## src/rtl/lcd_dot_timing_controller_core_defines.svh

```systemverilog
// assertion macros shared by the lcd dot timing controller rtl
`ifndef LCD_DOT_TIMING_CONTROLLER_CORE_DEFINES_SVH
`define LCD_DOT_TIMING_CONTROLLER_CORE_DEFINES_SVH

// same-cycle implication, checked out of reset
`define LDTC_ASSERT_IMP(label, ante, cons) \
  label: assert property (@(posedge clk_i) disable iff (!rst_ni) (ante) |-> (cons)) \
    else $error("ldtc assertion failed");

// next-cycle implication, checked out of reset
`define LDTC_ASSERT_NXT(label, ante, cons) \
  label: assert property (@(posedge clk_i) disable iff (!rst_ni) (ante) |=> (cons)) \
    else $error("ldtc assertion failed");

`endif

```

## src/rtl/ldtc_pkg.sv

```systemverilog
// types, constants and helpers for the lcd dot timing controller
package ldtc_pkg;

  localparam int unsigned LINE_W = 8;
  localparam int unsigned DOT_W  = 9;
  localparam int unsigned ADDR_W = 5;
  localparam int unsigned DATA_W = 32;

  localparam logic [DOT_W-1:0]  DOTS_PER_LINE = 9'd456;
  localparam logic [DOT_W-1:0]  SCAN_DOTS     = 9'd80;
  localparam logic [DOT_W-1:0]  VISIBLE_WIDTH = 9'd160;
  localparam logic [LINE_W-1:0] VISIBLE_LINES = 8'd144;
  localparam logic [DOT_W-1:0]  TOTAL_LINES   = 9'd154;
  localparam logic [DOT_W-1:0]  DOT_MAX       = 9'd511;

  // output mode codes
  localparam logic [1:0] MODE_CODE_HBLANK = 2'd0;
  localparam logic [1:0] MODE_CODE_VBLANK = 2'd1;
  localparam logic [1:0] MODE_CODE_SCAN   = 2'd2;
  localparam logic [1:0] MODE_CODE_DRAW   = 2'd3;

  // register indexes (paddr[4:2])
  localparam logic [2:0] REG_COMPARE_LINE   = 3'd0;
  localparam logic [2:0] REG_IRQ_HBLANK     = 3'd1;
  localparam logic [2:0] REG_IRQ_VBLANK     = 3'd2;
  localparam logic [2:0] REG_IRQ_SCAN       = 3'd3;
  localparam logic [2:0] REG_IRQ_COINCIDENT = 3'd4;

  typedef enum logic [3:0] {
    ST_HBLANK = 4'b0001,
    ST_VBLANK = 4'b0010,
    ST_SCAN   = 4'b0100,
    ST_DRAW   = 4'b1000
  } mode_e;

  typedef enum logic [4:0] {
    FP_TILE  = 5'b00001,
    FP_LOW   = 5'b00010,
    FP_HIGH  = 5'b00100,
    FP_SLEEP = 5'b01000,
    FP_PUSH  = 5'b10000
  } fetch_e;

  function automatic logic [1:0] mode_code(mode_e m);
    logic [1:0] c;
    c = MODE_CODE_HBLANK;
    unique case (m)
      ST_HBLANK: c = MODE_CODE_HBLANK;
      ST_VBLANK: c = MODE_CODE_VBLANK;
      ST_SCAN:   c = MODE_CODE_SCAN;
      ST_DRAW:   c = MODE_CODE_DRAW;
      default:   c = MODE_CODE_HBLANK;
    endcase
    return c;
  endfunction

endpackage

```

## src/rtl/lcd_dot_timing_controller_core.sv

```systemverilog
// lcd dot timing controller: mode sequence, line counter, interrupts and pixel cadence
// One dot transaction is taken per clock cycle whenever the result register is empty or
// being drained, so the sustained rate is one dot per cycle; the line and fetch state is
// updated in a single pass of logic at the input handshake and the result for that dot
// is held in the output register from the next cycle. Registers sit on a 5-bit APB-style port:
// compare_line at 0x00, then the hblank, vblank, scan and coincidence stat enables at
// 0x04, 0x08, 0x0c and 0x10 (bit 0). Write them only while no dot is in flight.
`include "lcd_dot_timing_controller_core_defines.svh"

module lcd_dot_timing_controller_core (
  input  logic                           clk_i,
  input  logic                           rst_ni,
  // dot channel
  input  logic                           dot_valid_i,
  output logic                           dot_ready_o,
  input  logic                           dot_enable_i,
  // result channel
  output logic                           res_valid_o,
  input  logic                           res_ready_i,
  output logic [1:0]                     mode_o,
  output logic [ldtc_pkg::LINE_W-1:0]    line_o,
  output logic                           coincidence_o,
  output logic                           vblank_irq_o,
  output logic                           stat_irq_o,
  output logic                           pixel_valid_o,
  output logic [ldtc_pkg::LINE_W-1:0]    pixel_x_o,
  output logic [ldtc_pkg::LINE_W-1:0]    pixel_y_o,
  output logic                           frame_start_o,
  // configuration port
  input  logic                           psel,
  input  logic                           penable,
  input  logic                           pwrite,
  input  logic [ldtc_pkg::ADDR_W-1:0]    paddr,
  input  logic [ldtc_pkg::DATA_W-1:0]    pwdata,
  output logic [ldtc_pkg::DATA_W-1:0]    prdata,
  output logic                           pready
);

  // configuration
  logic [ldtc_pkg::LINE_W-1:0] compare_line_q;
  logic irq_hblank_q, irq_vblank_q, irq_scan_q, irq_coin_q;
  logic                        cfg_we;
  logic [2:0]                  cfg_idx;

  assign pready  = 1'b1;
  assign cfg_we  = psel & penable & pwrite;
  assign cfg_idx = paddr[ldtc_pkg::ADDR_W-1:2];

  always_ff @(posedge clk_i or negedge rst_ni) begin
    if (!rst_ni) begin
      compare_line_q <= '0;
      irq_hblank_q   <= 1'b0;
      irq_vblank_q   <= 1'b0;
      irq_scan_q     <= 1'b0;
      irq_coin_q     <= 1'b0;
    end else if (cfg_we) begin
      unique case (cfg_idx)
        ldtc_pkg::REG_COMPARE_LINE:   compare_line_q <= pwdata[ldtc_pkg::LINE_W-1:0];
        ldtc_pkg::REG_IRQ_HBLANK:     irq_hblank_q   <= pwdata[0];
        ldtc_pkg::REG_IRQ_VBLANK:     irq_vblank_q   <= pwdata[0];
        ldtc_pkg::REG_IRQ_SCAN:       irq_scan_q     <= pwdata[0];
        ldtc_pkg::REG_IRQ_COINCIDENT: irq_coin_q     <= pwdata[0];
        default: ;
      endcase
    end
  end

  always_comb begin
    prdata = '0;
    unique case (cfg_idx)
      ldtc_pkg::REG_COMPARE_LINE:   prdata[ldtc_pkg::LINE_W-1:0] = compare_line_q;
      ldtc_pkg::REG_IRQ_HBLANK:     prdata[0] = irq_hblank_q;
      ldtc_pkg::REG_IRQ_VBLANK:     prdata[0] = irq_vblank_q;
      ldtc_pkg::REG_IRQ_SCAN:       prdata[0] = irq_scan_q;
      ldtc_pkg::REG_IRQ_COINCIDENT: prdata[0] = irq_coin_q;
      default: ;
    endcase
  end

  // timing state
  ldtc_pkg::mode_e             mode_q, mode_d;
  ldtc_pkg::fetch_e            fetch_q, fetch_d;
  logic [ldtc_pkg::LINE_W-1:0] line_q, line_d;
  logic [ldtc_pkg::DOT_W-1:0]  dot_q, dot_d, dot_inc;
  logic [1:0]                  wait_q, wait_d;
  logic [ldtc_pkg::LINE_W-1:0] group_x_q, group_x_d;
  logic [3:0]                  pend_q, pend_d;
  logic                        coin_q, coin_d;

  // per-dot outputs
  logic                        vb, st, pv, fs;
  logic [ldtc_pkg::LINE_W-1:0] px, py;
  logic [ldtc_pkg::DOT_W-1:0]  x_full, vb_next;
  logic [ldtc_pkg::LINE_W-1:0] hb_next, gx_next;

  // result register
  logic                        out_valid_q;
  logic [1:0]                  mode_out_q;
  logic [ldtc_pkg::LINE_W-1:0] line_out_q, px_q, py_q;
  logic                        coin_out_q, vb_q, st_q, pv_q, fs_q;
  logic                        dot_acc;

  assign dot_ready_o = ~out_valid_q | res_ready_i;
  assign dot_acc     = dot_valid_i & dot_ready_o;

  assign dot_inc = (dot_q < ldtc_pkg::DOT_MAX) ? dot_q + 9'd1 : dot_q;
  assign hb_next = line_q + 8'd1;
  assign vb_next = {1'b0, line_q} + 9'd1;
  assign x_full  = {1'b0, group_x_q} + 9'd8 - {5'b0, pend_q};
  assign gx_next = group_x_q + 8'd8;

  always_comb begin
    mode_d    = mode_q;
    fetch_d   = fetch_q;
    line_d    = line_q;
    dot_d     = dot_q;
    wait_d    = wait_q;
    group_x_d = group_x_q;
    pend_d    = pend_q;
    coin_d    = coin_q;
    vb = 1'b0; st = 1'b0; pv = 1'b0; fs = 1'b0;
    px = '0;   py = '0;
    if (dot_enable_i) begin
      dot_d = dot_inc;
      unique case (mode_q)
        ldtc_pkg::ST_HBLANK: begin
          if (dot_inc >= ldtc_pkg::DOTS_PER_LINE) begin
            dot_d  = '0;
            line_d = hb_next;
            coin_d = (hb_next == compare_line_q);
            st     = coin_d & irq_coin_q;
            if (hb_next >= ldtc_pkg::VISIBLE_LINES) begin
              mode_d = ldtc_pkg::ST_VBLANK;
              vb     = 1'b1;
              st     = st | irq_vblank_q;
            end else begin
              mode_d = ldtc_pkg::ST_SCAN;
              st     = st | irq_scan_q;
            end
          end
        end
        ldtc_pkg::ST_VBLANK: begin
          if (dot_inc >= ldtc_pkg::DOTS_PER_LINE) begin
            dot_d = '0;
            if (vb_next >= ldtc_pkg::TOTAL_LINES) begin
              line_d = '0;
              fs     = 1'b1;
              mode_d = ldtc_pkg::ST_SCAN;
              st     = irq_scan_q;
            end else begin
              line_d = vb_next[ldtc_pkg::LINE_W-1:0];
            end
            coin_d = (line_d == compare_line_q);
            st     = st | (coin_d & irq_coin_q);
          end
        end
        ldtc_pkg::ST_SCAN: begin
          if (dot_inc >= ldtc_pkg::SCAN_DOTS) begin
            mode_d  = ldtc_pkg::ST_DRAW;
            fetch_d = ldtc_pkg::FP_TILE;
          end
        end
        ldtc_pkg::ST_DRAW: begin
          if (wait_q != 2'd0) begin
            wait_d = wait_q - 2'd1;
          end else if (pend_q == 4'd0) begin
            unique case (fetch_q)
              ldtc_pkg::FP_LOW:   begin fetch_d = ldtc_pkg::FP_HIGH;  wait_d = 2'd1; end
              ldtc_pkg::FP_HIGH:  begin fetch_d = ldtc_pkg::FP_SLEEP; wait_d = 2'd1; end
              ldtc_pkg::FP_SLEEP: begin fetch_d = ldtc_pkg::FP_PUSH;  wait_d = 2'd2; end
              ldtc_pkg::FP_PUSH:  begin fetch_d = ldtc_pkg::FP_TILE;  pend_d = 4'd8; end
              default:            begin fetch_d = ldtc_pkg::FP_LOW;   wait_d = 2'd1; end
            endcase
          end else begin
            if (x_full < ldtc_pkg::VISIBLE_WIDTH) begin
              pv = 1'b1;
              px = x_full[ldtc_pkg::LINE_W-1:0];
              py = line_q;
            end
            pend_d = pend_q - 4'd1;
            if (pend_q == 4'd1) begin
              group_x_d = gx_next;
              if ({1'b0, gx_next} >= ldtc_pkg::VISIBLE_WIDTH) begin
                group_x_d = '0;
                fetch_d   = ldtc_pkg::FP_TILE;
                wait_d    = 2'd0;
                mode_d    = ldtc_pkg::ST_HBLANK;
                st        = irq_hblank_q;
              end
            end
          end
        end
        default: mode_d = ldtc_pkg::ST_SCAN;
      endcase
    end
  end

  always_ff @(posedge clk_i or negedge rst_ni) begin
    if (!rst_ni) begin
      mode_q    <= ldtc_pkg::ST_SCAN;
      fetch_q   <= ldtc_pkg::FP_TILE;
      line_q    <= '0;
      dot_q     <= '0;
      wait_q    <= '0;
      group_x_q <= '0;
      pend_q    <= '0;
      coin_q    <= 1'b0;
    end else if (dot_acc) begin
      mode_q    <= mode_d;
      fetch_q   <= fetch_d;
      line_q    <= line_d;
      dot_q     <= dot_d;
      wait_q    <= wait_d;
      group_x_q <= group_x_d;
      pend_q    <= pend_d;
      coin_q    <= coin_d;
    end
  end

  always_ff @(posedge clk_i or negedge rst_ni) begin
    if (!rst_ni) begin
      out_valid_q <= 1'b0;
    end else if (dot_ready_o) begin
      out_valid_q <= dot_valid_i;
    end
  end

  always_ff @(posedge clk_i) begin
    if (dot_acc) begin
      mode_out_q <= ldtc_pkg::mode_code(mode_d);
      line_out_q <= line_d;
      coin_out_q <= coin_d;
      vb_q       <= vb;
      st_q       <= st;
      pv_q       <= pv;
      px_q       <= px;
      py_q       <= py;
      fs_q       <= fs;
    end
  end

  assign res_valid_o   = out_valid_q;
  assign mode_o        = mode_out_q;
  assign line_o        = line_out_q;
  assign coincidence_o = coin_out_q;
  assign vblank_irq_o  = vb_q;
  assign stat_irq_o    = st_q;
  assign pixel_valid_o = pv_q;
  assign pixel_x_o     = px_q;
  assign pixel_y_o     = py_q;
  assign frame_start_o = fs_q;

  `LDTC_ASSERT_IMP(a_wait_only_draw, wait_q != 2'd0, mode_q == ldtc_pkg::ST_DRAW)
  `LDTC_ASSERT_IMP(a_pend_only_draw, pend_q != 4'd0, mode_q == ldtc_pkg::ST_DRAW)
  `LDTC_ASSERT_NXT(a_frame_start_scan, dot_acc && fs,
                   line_out_q == '0 && mode_out_q == ldtc_pkg::MODE_CODE_SCAN)
  `LDTC_ASSERT_NXT(a_pixel_in_draw, dot_acc && pv,
                   mode_out_q == ldtc_pkg::MODE_CODE_DRAW ||
                   mode_out_q == ldtc_pkg::MODE_CODE_HBLANK)
  `LDTC_ASSERT_NXT(a_vblank_mode, dot_acc && vb, mode_out_q == ldtc_pkg::MODE_CODE_VBLANK)

endmodule
```

## config.mk

```make
export PLATFORM = sky130hd
export DESIGN_NAME = lcd_dot_timing_controller_core
export DESIGN_NICKNAME = d
export VERILOG_FILES = /design/src/rtl/ldtc_pkg.sv /design/src/rtl/lcd_dot_timing_controller_core.sv
export VERILOG_INCLUDE_DIRS = /design/src /design/src/rtl
export SDC_FILE = /design/constraint.sdc
export NUM_CORES = 1
export LEC_CHECK = 0
export BUFFER_PORTS_ARGS = -buffer_cell sky130_fd_sc_hd__buf_4
export CORE_ASPECT_RATIO = 1.1
export CORE_UTILIZATION = 50
export CTS_CLUSTER_DIAMETER = 200
export DETAILED_ROUTE_END_ITERATION = 7
export PLACE_DENSITY = 0.74
export SLEW_MARGIN = 20
export SYNTH_ARGS = -nofsm -noshare
export SYNTH_HDL_FRONTEND = slang
export SYNTH_SLANG_ARGS = --single-unit
```

## constraint.sdc

```tcl
create_clock -name clk_i -period 4.45 [get_ports clk_i]
set_input_delay 0.89 -clock clk_i [delete_from_list [all_inputs] [get_ports clk_i]]
set_output_delay 0.89 -clock clk_i [all_outputs]
set_load 0.01 [all_outputs]
```

==> out/metrics.csv, run 1 <==
stage;metric;value;unit
critical_path;WS Path Type;flip-flop to flip-flop;
global_route;first-pass GRT wire length;19800;um
die;IO Pins;111;
timing;Worst-Margin Slew;0.924;ns
hold_path;WHS Path Cells;2;
clocking;cts repair resizes;0;
clocking;Inserted Clock Buffers;9;
critical_path;CP max FO;12;
layout;# diodes;0;
synthesis;Async SR Flop Fraction;62.2;%
timing;Final period util;69.8;%
synthesis;cell taking the most area after synthesis;dfrtp_1;
synthesis;sequential-to-total area share from yosys stat;40.1;%
synthesis;synthesized area per cell;9.47;um^2
critical_path;worst reg2reg startpoint;line_q[0]$_DFFE_PN0P_;
critical_path;CP startpoint;line_q[0]$_DFFE_PN0P_;
clocking;clk_lat worst skew;0.34;ns
global_route;initial antenna violation count;0;
timing;Final Setup Violations;0;
power;total power;2.12;mW
synthesis;dominant synthesized flop cell;dfrtp_1;
power;Max VDD drop;221;uV
power;pwr/cell area;342;nW/um^2
die;Initial Util;52.3;%
synthesis;top post-synthesis cells by area;dfrtp_1 22%, edfxtp_1 17%, nand2_1 4.7%, ha_1 3.9%, buf_4 3.7%;
layout;Util after Layout;58.7;%
timing;RSZ-0062 raised after global routing;false;
critical_path;reg2reg setup slack;1.34;ns
global_route;largest net degree at the start of global routing;52;
critical_path;critical-path cell list;ha_1, nand3_1, o32ai_1, a21oi_1, o22ai_1, a21oi_2, o21ai_1, o21ai_0;
die;Die X;102;um
die;die area;11500;um^2
layout;layout cells sized above 1;19.6;%
run;max-cap violation count;0;
detailed_routing;Routed Antenna Nets;0;
timing;Max transition margin;37.9;%
die;core area;10500;um^2
timing;minimum clock period;3.11;ns
synthesis;Synth top area share;22.2;%
power;Leak;2.52;nW
layout;non-filler instance count after layout;771;
die;Die H;112;um
clocking;root buffer cell;clkbuf_16;
global_route;Total GRT Usage;21.8;%
critical_path;R2R cell count;8;
timing;Max Clock Freq;322;MHz
critical_path;Critical Path AT;3.17;ns
synthesis;Post-Syn Instances;582;
critical_path;CP max stage cell;dfrtp_1;
placement;Final Wtd Congestion;0.882;
clocking;CTS sink count;82;
critical_path;Buf+Inv Stages, Crit Path;0;
critical_path;critical path depth;8;
detailed_routing;DRC;0;
timing;Final Max Tran Viols;0;
synthesis;EDFF count, synth;31;
clocking;CTS tree;yes;
timing;clock skew;0.00659;ns
timing;final hold viol count;0;
detailed_routing;WL/cell;15.5;um
clocking;clock-pin transition on the worst setup and hold timing paths;0.06;ns
critical_path;worst endpoint required time;4.51;ns
die;Site Rows;39;
global_route;aggregate global routing overflow;0;
clocking;H-tree Lvls;3;
clocking;Clock Path Buffers;2;
status;status;completed;
placement;DP Wirelength;8590;um
layout;Synth-to-Final Area Change;12.3;%
critical_path;Worst setup EP type;flip-flop;
hold_path;Min-Delay Startpoint;fetch_q[0]$_DFFE_PN1P_;
placement;Inst Count DP;755;
synthesis;Mapped Area;5510;um^2
detailed_routing;Vias per Instance;5.81;
clocking;post-cts hold buffer count;0;
hold_path;worst hold path class;flip-flop to flip-flop;
timing;Setup TNS;0;ns
critical_path;critical path's top delay family;compound AO/OA/AOI/OAI gates;
layout;Layout Nets;686;
synthesis;total number of yosys warnings;0;
detailed_routing;Detailed Route WL;12000;um
synthesis;post-synth cell types;83;
global_route;vias in the first global route;4085;
placement;IO Port Bufs;59;
clocking;Post-CTS Setup Bufs;0;
critical_path;CP Launch Type;flip-flop;
critical_path;largest stage delay on the critical path;0.59;ns
detailed_routing;Detailed Routing Iterations Pass 1;5;
detailed_routing;1st-iter DRT viols;279;
synthesis;Synth Register Bits;82;
detailed_routing;routed via count;4478;
==> path summary, 6_finish.rpt <==
| kind | endpoint |
|---|---|
| min reg2reg | fetch_q[0]$_DFFE_PN1P_ |
| max reg2reg | line_o[3]$_DFFE_PP_ |
| max in group asynchronous | line_q[5]$_DFFE_PN0P_ |
| min in group asynchronous | dot_q[2]$_DFFE_PN0P_ |
| max | line_o[3]$_DFFE_PP_ |
| min | fetch_q[0]$_DFFE_PN1P_ |
==> layer usage <==
| layer | global-route usage [%] | wire (um) | share of wire [%] |
|---|---|---|---|
| met5 | 0 | 0 | 0 |
| met4 | 8.57 | 229 | 1.9 |
| met3 | 2.80 | 552 | 4.6 |
| met2 | 36.2 | 5880 | 49 |
| met1 | 28.5 | 5330 | 44 |
==> power by group <==
| part | total (mW) | switching, mW | internal, mW |
|---|---|---|---|
| logic | 0.416 | 0.221 | 0.195 |
| clock network | 0.706 | 0.319 | 0.387 |
| registers | 0.996 | 0.124 | 0.871 |
==> layout by cell type, fill, tap and decap left out, types with 5 or more instances in the layout <==
cell type / netlist / final
nand2_1: 69 / 69
nor4b_1: 10 / 10
ha_1: 17 / 17
nor4_1: 11 / 11
clkbuf_16: 0 / 9
nand4_1: 7 / 7
dfrtp_1: 49 / 49
a21o_1: 5 / 5
nand3_1: 17 / 17
and2_1: 15 / 15
nor2_1: 33 / 33
xnor2_1: 14 / 14
o31ai_1: 9 / 9
o21ai_0: 25 / 25
a21oi_1: 29 / 29
mux2_2: 16 / 16
edfxtp_1: 31 / 31
nor3_1: 9 / 9
inv_1: 20 / 20
conb_1: 2 / 28
o41ai_1: 5 / 5
and3_1: 5 / 5
buf_4: 27 / 63
o221ai_1: 6 / 6
xor2_1: 10 / 10
a31oi_1: 10 / 10
==> state kept, by name (all words and copies together) (netlist names), 2 cells and up <==
name	cells
group_x_q	5
pend_q	4
pixel_x_o	8
line_q	8
mode_o	2
pixel_y_o	8
line_o	8
mode_q	4
wait_q	2
compare_line_q	8
dot_q	9
fetch_q	5
==> worst register-to-register path: stages, from the launching register on <==
cell and delay (ns):
dfrtp_1 0.59, ha_1 0.51, nand3_1 0.28, o32ai_1 0.30
a21oi_1 0.09, o22ai_1 0.42, a21oi_2 0.24, o21ai_1 0.29
o21ai_0 0.13
==> per-stage QoR <==
stage / setup slack (ns) / instance area [um^2] / hold slack [ns]
2_1_floorplan: 1.19 / 5610 / 0.455
3_3_place_gp: 1.44 / 5910 / 0.469
3_5_place_dp: 1.29 / 5910 / 0.479
4_1_cts: 1.36 / 6190 / 0.493
5_1_grt: 0.972 / 6190 / 0.520
6_report: 1.34 / 6190 / 0.486
==> cells by family (layout without fill, tap and decap cells) <==
kind of cell	Yosys count	count (layout)	synth area share [%]
other cells	2	28	0.136
buf+inv	79	99	7.81
flops	82	82	40.1
simple gates	215	215	21.4
compound gates	141	141	17.9
mux	20	20	4.22
fa+ha+maj	18	18	4.22
xor+xnor	25	25	4.22
==> Yosys cell counts (3+ instances only) <==
cell and number:
nand2_1 69, dfrtp_1 49, nor2_1 33, edfxtp_1 31
a21oi_1 29, buf_4 27, o21ai_0 25, clkbuf_1 20
inv_1 20, ha_1 17, nand3_1 17, mux2_2 16
and2_1 15, xnor2_1 14, nor4_1 11, a31oi_1 10
nor4b_1 10, xor2_1 10, nor3_1 9, o31ai_1 9
buf_2 7, nand4_1 7, o221ai_1 6, a21o_1 5
and3_1 5, o41ai_1 5, nand3b_1 4, nor2b_1 4
o211ai_1 4, o21ai_1 4, o22a_1 4, or3_1 4
or4_1 4, a311oi_1 3, buf_6 3, mux2i_1 3
nor4b_2 3, o32ai_1 3
==> final cells by class <==
class                           instances  area, um^2
Fill cell                             918        4350
Multi-Input combinational cell        447        2970
Sequential cell                        82        2210
Timing Repair Buffer                   63         473
Clock buffer                            9         225
Tap cell                              143         179
Inverter                               20        75.1
Clock inverter                          7        58.8
Power figures use the tool's default switching activity.
==> run 2: changes to the inputs <==
clock period = 3.2 ns   (was 4.45 ns; I/O delays follow)
==> run 2 against run 1 <==
Sequential cell count unchanged. Design area grew 2.5%. Combinational power up 40%. Hold slack worse by 0.15 ns. Clock-buffer cell count is 1 higher. Power rose by 50%. Via count grew 1.9%. Register-to-register slack worse by 1.0 ns. Critical endpoint is now pixel_y_o[3]$_SDFFCE_PP0P_. Highest routed layer unchanged.
==> out/metrics.csv, run 2 (synthesized netlist as in run 1, its figures left out) <==
stage;metric;value;unit;change
global_route;Total GRT Usage;22.0;%;was 21.8%
clocking;Post-CTS Setup Bufs;0;;unchanged
layout;Largest Register;dot_q;;unchanged
placement;DP Wirelength;8730;um;was 8590 um
critical_path;CP max stage cell;dfrtp_1;;unchanged
run;max-cap violation count;0;;unchanged
critical_path;critical-path cell list;inv_1, ha_1, inv_1, ha_1, a21oi_1, o21bai_1, a2111oi_2, nor3_1, xnor2_1, buf_4, nor4b_1;;was ha_1, nand3_1, o32ai_1, a21oi_1, o22ai_1, a21oi_2, o21ai_1, o21ai_0
layout;Largest register FFs;9;;unchanged
die;die area;11500;um^2;unchanged
die;Die H;112;um;unchanged
clocking;H-tree Lvls;3;;unchanged
timing;Setup TNS;0;ns;unchanged
global_route;aggregate global routing overflow;0;;unchanged
clocking;post-cts hold buffer count;0;;unchanged
clocking;clk_lat worst skew;0.35;ns;was 0.34 ns
die;IO Pins;111;;unchanged
layout;layout cells sized above 1;21.2;%;was 19.6%
critical_path;reg2reg setup slack;0.30;ns;was 1.34 ns
global_route;vias in the first global route;4268;;was 4,085
power;Max VDD drop;319;uV;was 221 uV
critical_path;R2R cell count;11;;was 8
layout;Util after Layout;60.2;%;was 58.7%
placement;IO Port Bufs;59;;unchanged
detailed_routing;WL/cell;15.4;um;was 15.5 um
critical_path;CP Launch Type;flip-flop;;unchanged
timing;Max Clock Freq;345;MHz;was 322 MHz
detailed_routing;Routed Antenna Nets;0;;unchanged
timing;Final Hold Slack;0.336;ns;was 0.486 ns
timing;RSZ-0062 raised after global routing;false;;unchanged
critical_path;CP max FO;17;;was 12
detailed_routing;Detailed Route WL;12000;um;about the same
detailed_routing;routed via count;4563;;was 4,478
timing;Final Setup Violations;0;;unchanged
timing;Worst-Margin Slew;0.917;ns;was 0.924 ns
timing;Max transition margin;38.4;%;was 37.9%
layout;Layout Nets;694;;was 686
critical_path;Worst setup EP type;flip-flop;;unchanged
die;core area;10500;um^2;unchanged
status;status;completed;;unchanged
placement;placed instance area;5970;um^2;was 5910 um^2
critical_path;worst endpoint required time;3.35;ns;was 4.51 ns
clocking;Inserted Clock Buffers;9;;unchanged
layout;Synth-to-Final Area Change;15.1;%;was 12.3%
timing;clock skew;0.00970;ns;was 0.00659 ns
critical_path;worst reg2reg startpoint;group_x_q[3]$_DFFE_PN0P_;;was line_q[0]$_DFFE_PN0P_
die;Die X;102;um;unchanged
detailed_routing;Detailed Routing Iterations Pass 1;5;;unchanged
clocking;root buffer cell;clkbuf_16;;unchanged
critical_path;Critical Path AT;3.04;ns;was 3.17 ns
critical_path;largest stage delay on the critical path;0.43;ns;was 0.59 ns
critical_path;Worst R2R End;pixel_y_o[3]$_SDFFCE_PP0P_;;was line_o[3]$_DFFE_PP_
detailed_routing;DRC;0;;unchanged
die;Initial Util;52.3;%;unchanged
placement;Final Wtd Congestion;0.893;;was 0.882
die;Site Rows;39;;unchanged
clocking;Clock Path Buffers;2;;unchanged
global_route;initial antenna violation count;0;;unchanged
timing;minimum clock period;2.90;ns;was 3.11 ns
clocking;CTS sink count;82;;unchanged
layout;commonest non-fill, non-tap cells in the layout;71 x buf_4, 69 x nand2_1, 49 x dfrtp_1;;was 69 x nand2_1, 63 x buf_4, 49 x dfrtp_1
timing;Final Max Tran Viols;0;;unchanged
detailed_routing;1st-iter DRT viols;197;;was 279
critical_path;Buf+Inv Stages, Crit Path;3;;was 0
layout;# diodes;0;;unchanged
timing;final hold viol count;0;;unchanged
power;Leak;2.59;nW;was 2.52 nW
global_route;first-pass GRT wire length;20200;um;was 19,800 um
clocking;cts repair resizes;0;;unchanged
clocking;clock-pin transition on the worst setup and hold timing paths;0.07;ns;was 0.06 ns
hold_path;worst hold path class;input pin to async pin;;was flip-flop to flip-flop
layout;commonest non-fill, non-tap cell in the layout;buf_4;;was nand2_1
placement;pre-CTS WS;0.238;ns;was 1.29 ns
detailed_routing;Vias per Instance;5.86;;was 5.81
global_route;largest net degree at the start of global routing;52;;unchanged
timing;setup ws final;0.305;ns;was 1.34 ns
power;pwr/cell area;500;nW/um^2;was 342 nW/um^2
critical_path;WS Path Type;flip-flop to flip-flop;;unchanged
critical_path;critical path's top delay family;compound AO/OA/AOI/OAI gates;;unchanged
timing;Final period util;90.5;%;was 69.8%
clocking;CTS tree;yes;;unchanged
layout;final instance area;6350;um^2;was 6190 um^2
[run 2: cell types whose count changed in the layout (fill, tap and decap cells not counted), moves of 2 or more]
cell	change
buf_4	+8
inv_6	-4
nor4b_1	-2
nor4b_2	+2
bufinv_16	+3
[run 2: cell type report]
class | instances | area [um^2]
sequential | 82 | 2210
timing repair buffer | 71 | 533
tap | 143 | 179
clock inverter | 6 | 114
inverter | 20 | 75.1
multi-input combinational | 447 | 3000
fill | 891 | 4190
clock buffer | 10 | 239
[run 2: worst max path at each step]
stage | from | to | cells after the start
finish | group_x_q[3]$_DFFE_PN0P_ | pixel_y_o[3]$_SDFFCE_PP0P_ | 11
global route | group_x_q[3]$_DFFE_PN0P_ | pixel_y_o[3]$_SDFFCE_PP0P_ | 11
CTS | group_x_q[3]$_DFFE_PN0P_ | pixel_y_o[2]$_SDFFCE_PP0P_ | 11
detailed placement | group_x_q[3]$_DFFE_PN0P_ | pixel_y_o[2]$_SDFFCE_PP0P_ | 11
global placement | line_q[1]$_DFFE_PN0P_ | coincidence_o$_DFFE_PP_ | 8
floorplan | res_ready_i | group_x_q[6]$_DFFE_PN0P_ | 8
[run 2: metal layers]
layer / global-route usage, % / vias up / wire length [um]
li1: - / 2197 / -
met1: 28.6 / 2206 / 5230
met2: 36.4 / 143 / 5990
met3: 3.05 / 17 / 541
met4: 9.52 / 0 / 198
met5: 0 / - / 0
[run 2: power by group]
group,internal (mW),leakage [nW],switching (mW)
Clock,0.785,0.165,0.422
Combinational,0.273,1.44,0.310
Sequential,1.21,0.987,0.169
Total,2.27,2.59,0.900
[run 2: stage by stage]
stage	total power, mW	cells
4_1_cts	3.18	779
3_3_place_gp	1.95	763
2_1_floorplan	1.83	608
5_1_grt	3.31	779
3_5_place_dp	1.97	763
6_report	3.17	779
[run 2: worst register-to-register path, delay by kind of cell (launching register included)]
kind	cells	cell delay [ns]
DFF	1	0.43
buffers and inverters	3	0.33
xor gates and xnor gates	1	0.14
AOI/OAI and AO/OA	3	0.73
and+or+nand+nor	2	0.46
adders and majority gates	2	0.60
==> run 3: changes to the inputs <==
CTS_BUF_LIST = sky130_fd_sc_hd__clkbuf_4 sky130_fd_sc_hd__clkbuf_8   (was not set)
CTS_CLUSTER_SIZE = 28   (was not set)
SLEW_MARGIN = 10   (was 20)
==> run 3 against run 2 <==
Critical path type unchanged. Largest cell class unchanged. Sequential cell count did not move. Largest power group unchanged. Core utilization fell by 1.0 points. Clock power fell by 23%. Combinational power barely moved. Critical path depth did not move. Sequential share of layout area rose by 0.61 points. Via count fell by 0.99%. Highest routed layer unchanged. Die area did not move. Fmax fell by 0.53%. Final cell count did not move.
==> out/metrics.csv, run 3 (synthesized netlist as in run 1, its figures left out) <==
stage;metric;value;unit;change
timing;Final Hold Slack;0.319;ns;was 0.336 ns
critical_path;Worst Setup EP;pixel_x_o[5]$_SDFFCE_PP0P_;;was pixel_y_o[3]$_SDFFCE_PP0P_
timing;Max Clock Freq;344;MHz;was 345 MHz
timing;Max transition margin;38.0;%;was 38.4%
global_route;Total GRT Usage;22.2;%;was 22.0%
detailed_routing;routed via count;4518;;was 4,563
hold_path;worst hold path class;input pin to async pin;;unchanged
critical_path;CP startpoint;group_x_q[3]$_DFFE_PN0P_;;unchanged
layout;Largest Register;dot_q;;unchanged
detailed_routing;Routed Antenna Nets;0;;unchanged
die;die area;11500;um^2;unchanged
detailed_routing;WL/cell;15.4;um;about the same
power;Max VDD drop;306;uV;was 319 uV
global_route;aggregate global routing overflow;0;;unchanged
global_route;initial antenna violation count;0;;unchanged
layout;Layout Nets;694;;unchanged
clocking;Clock Path Buffers;2;;unchanged
clocking;clock-pin transition on the worst setup and hold timing paths;0.09;ns;was 0.07 ns
critical_path;CP Launch Type;flip-flop;;unchanged
timing;Setup TNS;0;ns;unchanged
layout;# diodes;0;;unchanged
timing;Final period util;91.0;%;was 90.5%
timing;setup ws final;0.289;ns;was 0.305 ns
layout;commonest non-fill, non-tap cell in the layout;buf_4;;unchanged
clocking;CTS tree;yes;;unchanged
layout;final instance area;6240;um^2;was 6350 um^2
layout;Synth-to-Final Area Change;13.1;%;was 15.1%
die;Site Rows;39;;unchanged
critical_path;Worst R2R End;pixel_x_o[5]$_SDFFCE_PP0P_;;was pixel_y_o[3]$_SDFFCE_PP0P_
placement;Inst Count DP;763;;unchanged
clocking;Inserted Clock Buffers;9;;unchanged
timing;Final Setup Violations;0;;unchanged
detailed_routing;Detailed Route WL;12000;um;about the same
critical_path;R2R cell count;11;;unchanged
placement;pre-CTS WS;0.238;ns;unchanged
detailed_routing;Vias per Instance;5.80;;was 5.86
global_route;first-pass GRT wire length;20200;um;about the same
layout;non-filler instance count after layout;779;;unchanged
run;max-cap violation count;0;;unchanged
detailed_routing;DRC;0;;unchanged
global_route;vias in the first global route;4255;;was 4,268
power;pwr/cell area;464;nW/um^2;was 500 nW/um^2
critical_path;Worst setup EP type;flip-flop;;unchanged
timing;minimum clock period;2.91;ns;was 2.90 ns
layout;Util after Layout;59.2;%;was 60.2%
placement;Final Wtd Congestion;0.893;;unchanged
placement;DP Wirelength;8730;um;unchanged
timing;final hold viol count;0;;unchanged
detailed_routing;Detailed Routing Iterations Pass 1;5;;unchanged
power;Leak;2.54;nW;was 2.59 nW
critical_path;reg2reg setup slack;0.29;ns;was 0.30 ns
die;core area;10500;um^2;unchanged
timing;RSZ-0062 raised after global routing;false;;unchanged
die;Die H;112;um;unchanged
timing;Final Max Tran Viols;0;;unchanged
clocking;clk_lat worst skew;0.37;ns;was 0.35 ns
critical_path;Critical Path AT;3.08;ns;was 3.04 ns
placement;IO Port Bufs;59;;unchanged
power;total power;2.89;mW;was 3.17 mW
clocking;CTS sink count;82;;unchanged
critical_path;worst reg2reg startpoint;group_x_q[3]$_DFFE_PN0P_;;unchanged
timing;clock skew;0.00988;ns;was 0.00970 ns
die;Die X;102;um;unchanged
placement;placed instance area;5970;um^2;unchanged
layout;Largest register FFs;9;;unchanged
clocking;Post-CTS Setup Bufs;0;;unchanged
clocking;root buffer cell;clkbuf_8;;was clkbuf_16
die;Initial Util;52.3;%;unchanged
layout;commonest non-fill, non-tap cells in the layout;71 x buf_4, 69 x nand2_1, 49 x dfrtp_1;;unchanged
critical_path;WS Path Type;flip-flop to flip-flop;;unchanged
layout;layout cells sized above 1;21.1;%;was 21.2%
global_route;largest net degree at the start of global routing;52;;unchanged
timing;Worst-Margin Slew;0.922;ns;was 0.917 ns
status;status;completed;;unchanged
die;IO Pins;111;;unchanged
critical_path;worst endpoint required time;3.37;ns;was 3.35 ns
critical_path;CP max FO;17;;unchanged
detailed_routing;1st-iter DRT viols;156;;was 197
clocking;H-tree Lvls;3;;unchanged
[run 3: what timing repair did]
item / CTS / global route
setup endpoints to repair: 0 / 5
hold buffers: 0 / 0
resized for setup: 0 / 4
[run 3: final cells by class]
class | count | area (um^2)
clock buffers | 10 | 138
clock inverters | 6 | 114
fillers | 909 | 4300
inverters | 20 | 75.1
multi-input cells | 447 | 2990
flip-flops and latches | 82 | 2210
well taps | 143 | 179
repair buffers | 71 | 533
[run 3: report_power, final]
part / internal [mW] / switching, mW
Combinational: 0.273 / 0.310
Clock: 0.541 / 0.391
Sequential: 1.21 / 0.169
Total: 2.02 / 0.870
[run 3: layer usage]
metal	part of all wire (%)	track usage (%)	vias to the layer above	routed length, um
met5	0	0	-	0
met4	1.1	6.86	0	136
met3	4.0	4.73	13	477
met2	50	36.5	106	5960
met1	45	29.0	2196	5390
li1	-	-	2203	-
[run 3: worst min path at each step]
| stage | from | to | slack [ns] |
|---|---|---|---|
| 4_1_cts | rst_ni | dot_q[2]$_DFFE_PN0P_ | 0.34 |
| 3_5_place_dp | fetch_q[0]$_DFFE_PN1P_ | fetch_q[0]$_DFFE_PN1P_ | 0.48 |
| 6_report | rst_ni | irq_coin_q$_DFFE_PN0P_ | 0.32 |
| 2_1_floorplan | rst_ni | coin_q$_DFFE_PN0P_ | 0.34 |
| 3_3_place_gp | fetch_q[0]$_DFFE_PN1P_ | fetch_q[0]$_DFFE_PN1P_ | 0.47 |
| 5_1_grt | rst_ni | group_x_q[6]$_DFFE_PN0P_ | 0.37 |
[run 3: critical path, cell delays in order (launching register included)]
cell and delay (ns):
dfrtp_1 0.44, inv_1 0.09, ha_1 0.28, inv_1 0.04, ha_1 0.34, a21oi_2 0.17
o21bai_1 0.11, a2111oi_1 0.42, nor3_1 0.14, xnor2_1 0.14, buf_4 0.20, nor4_1 0.35
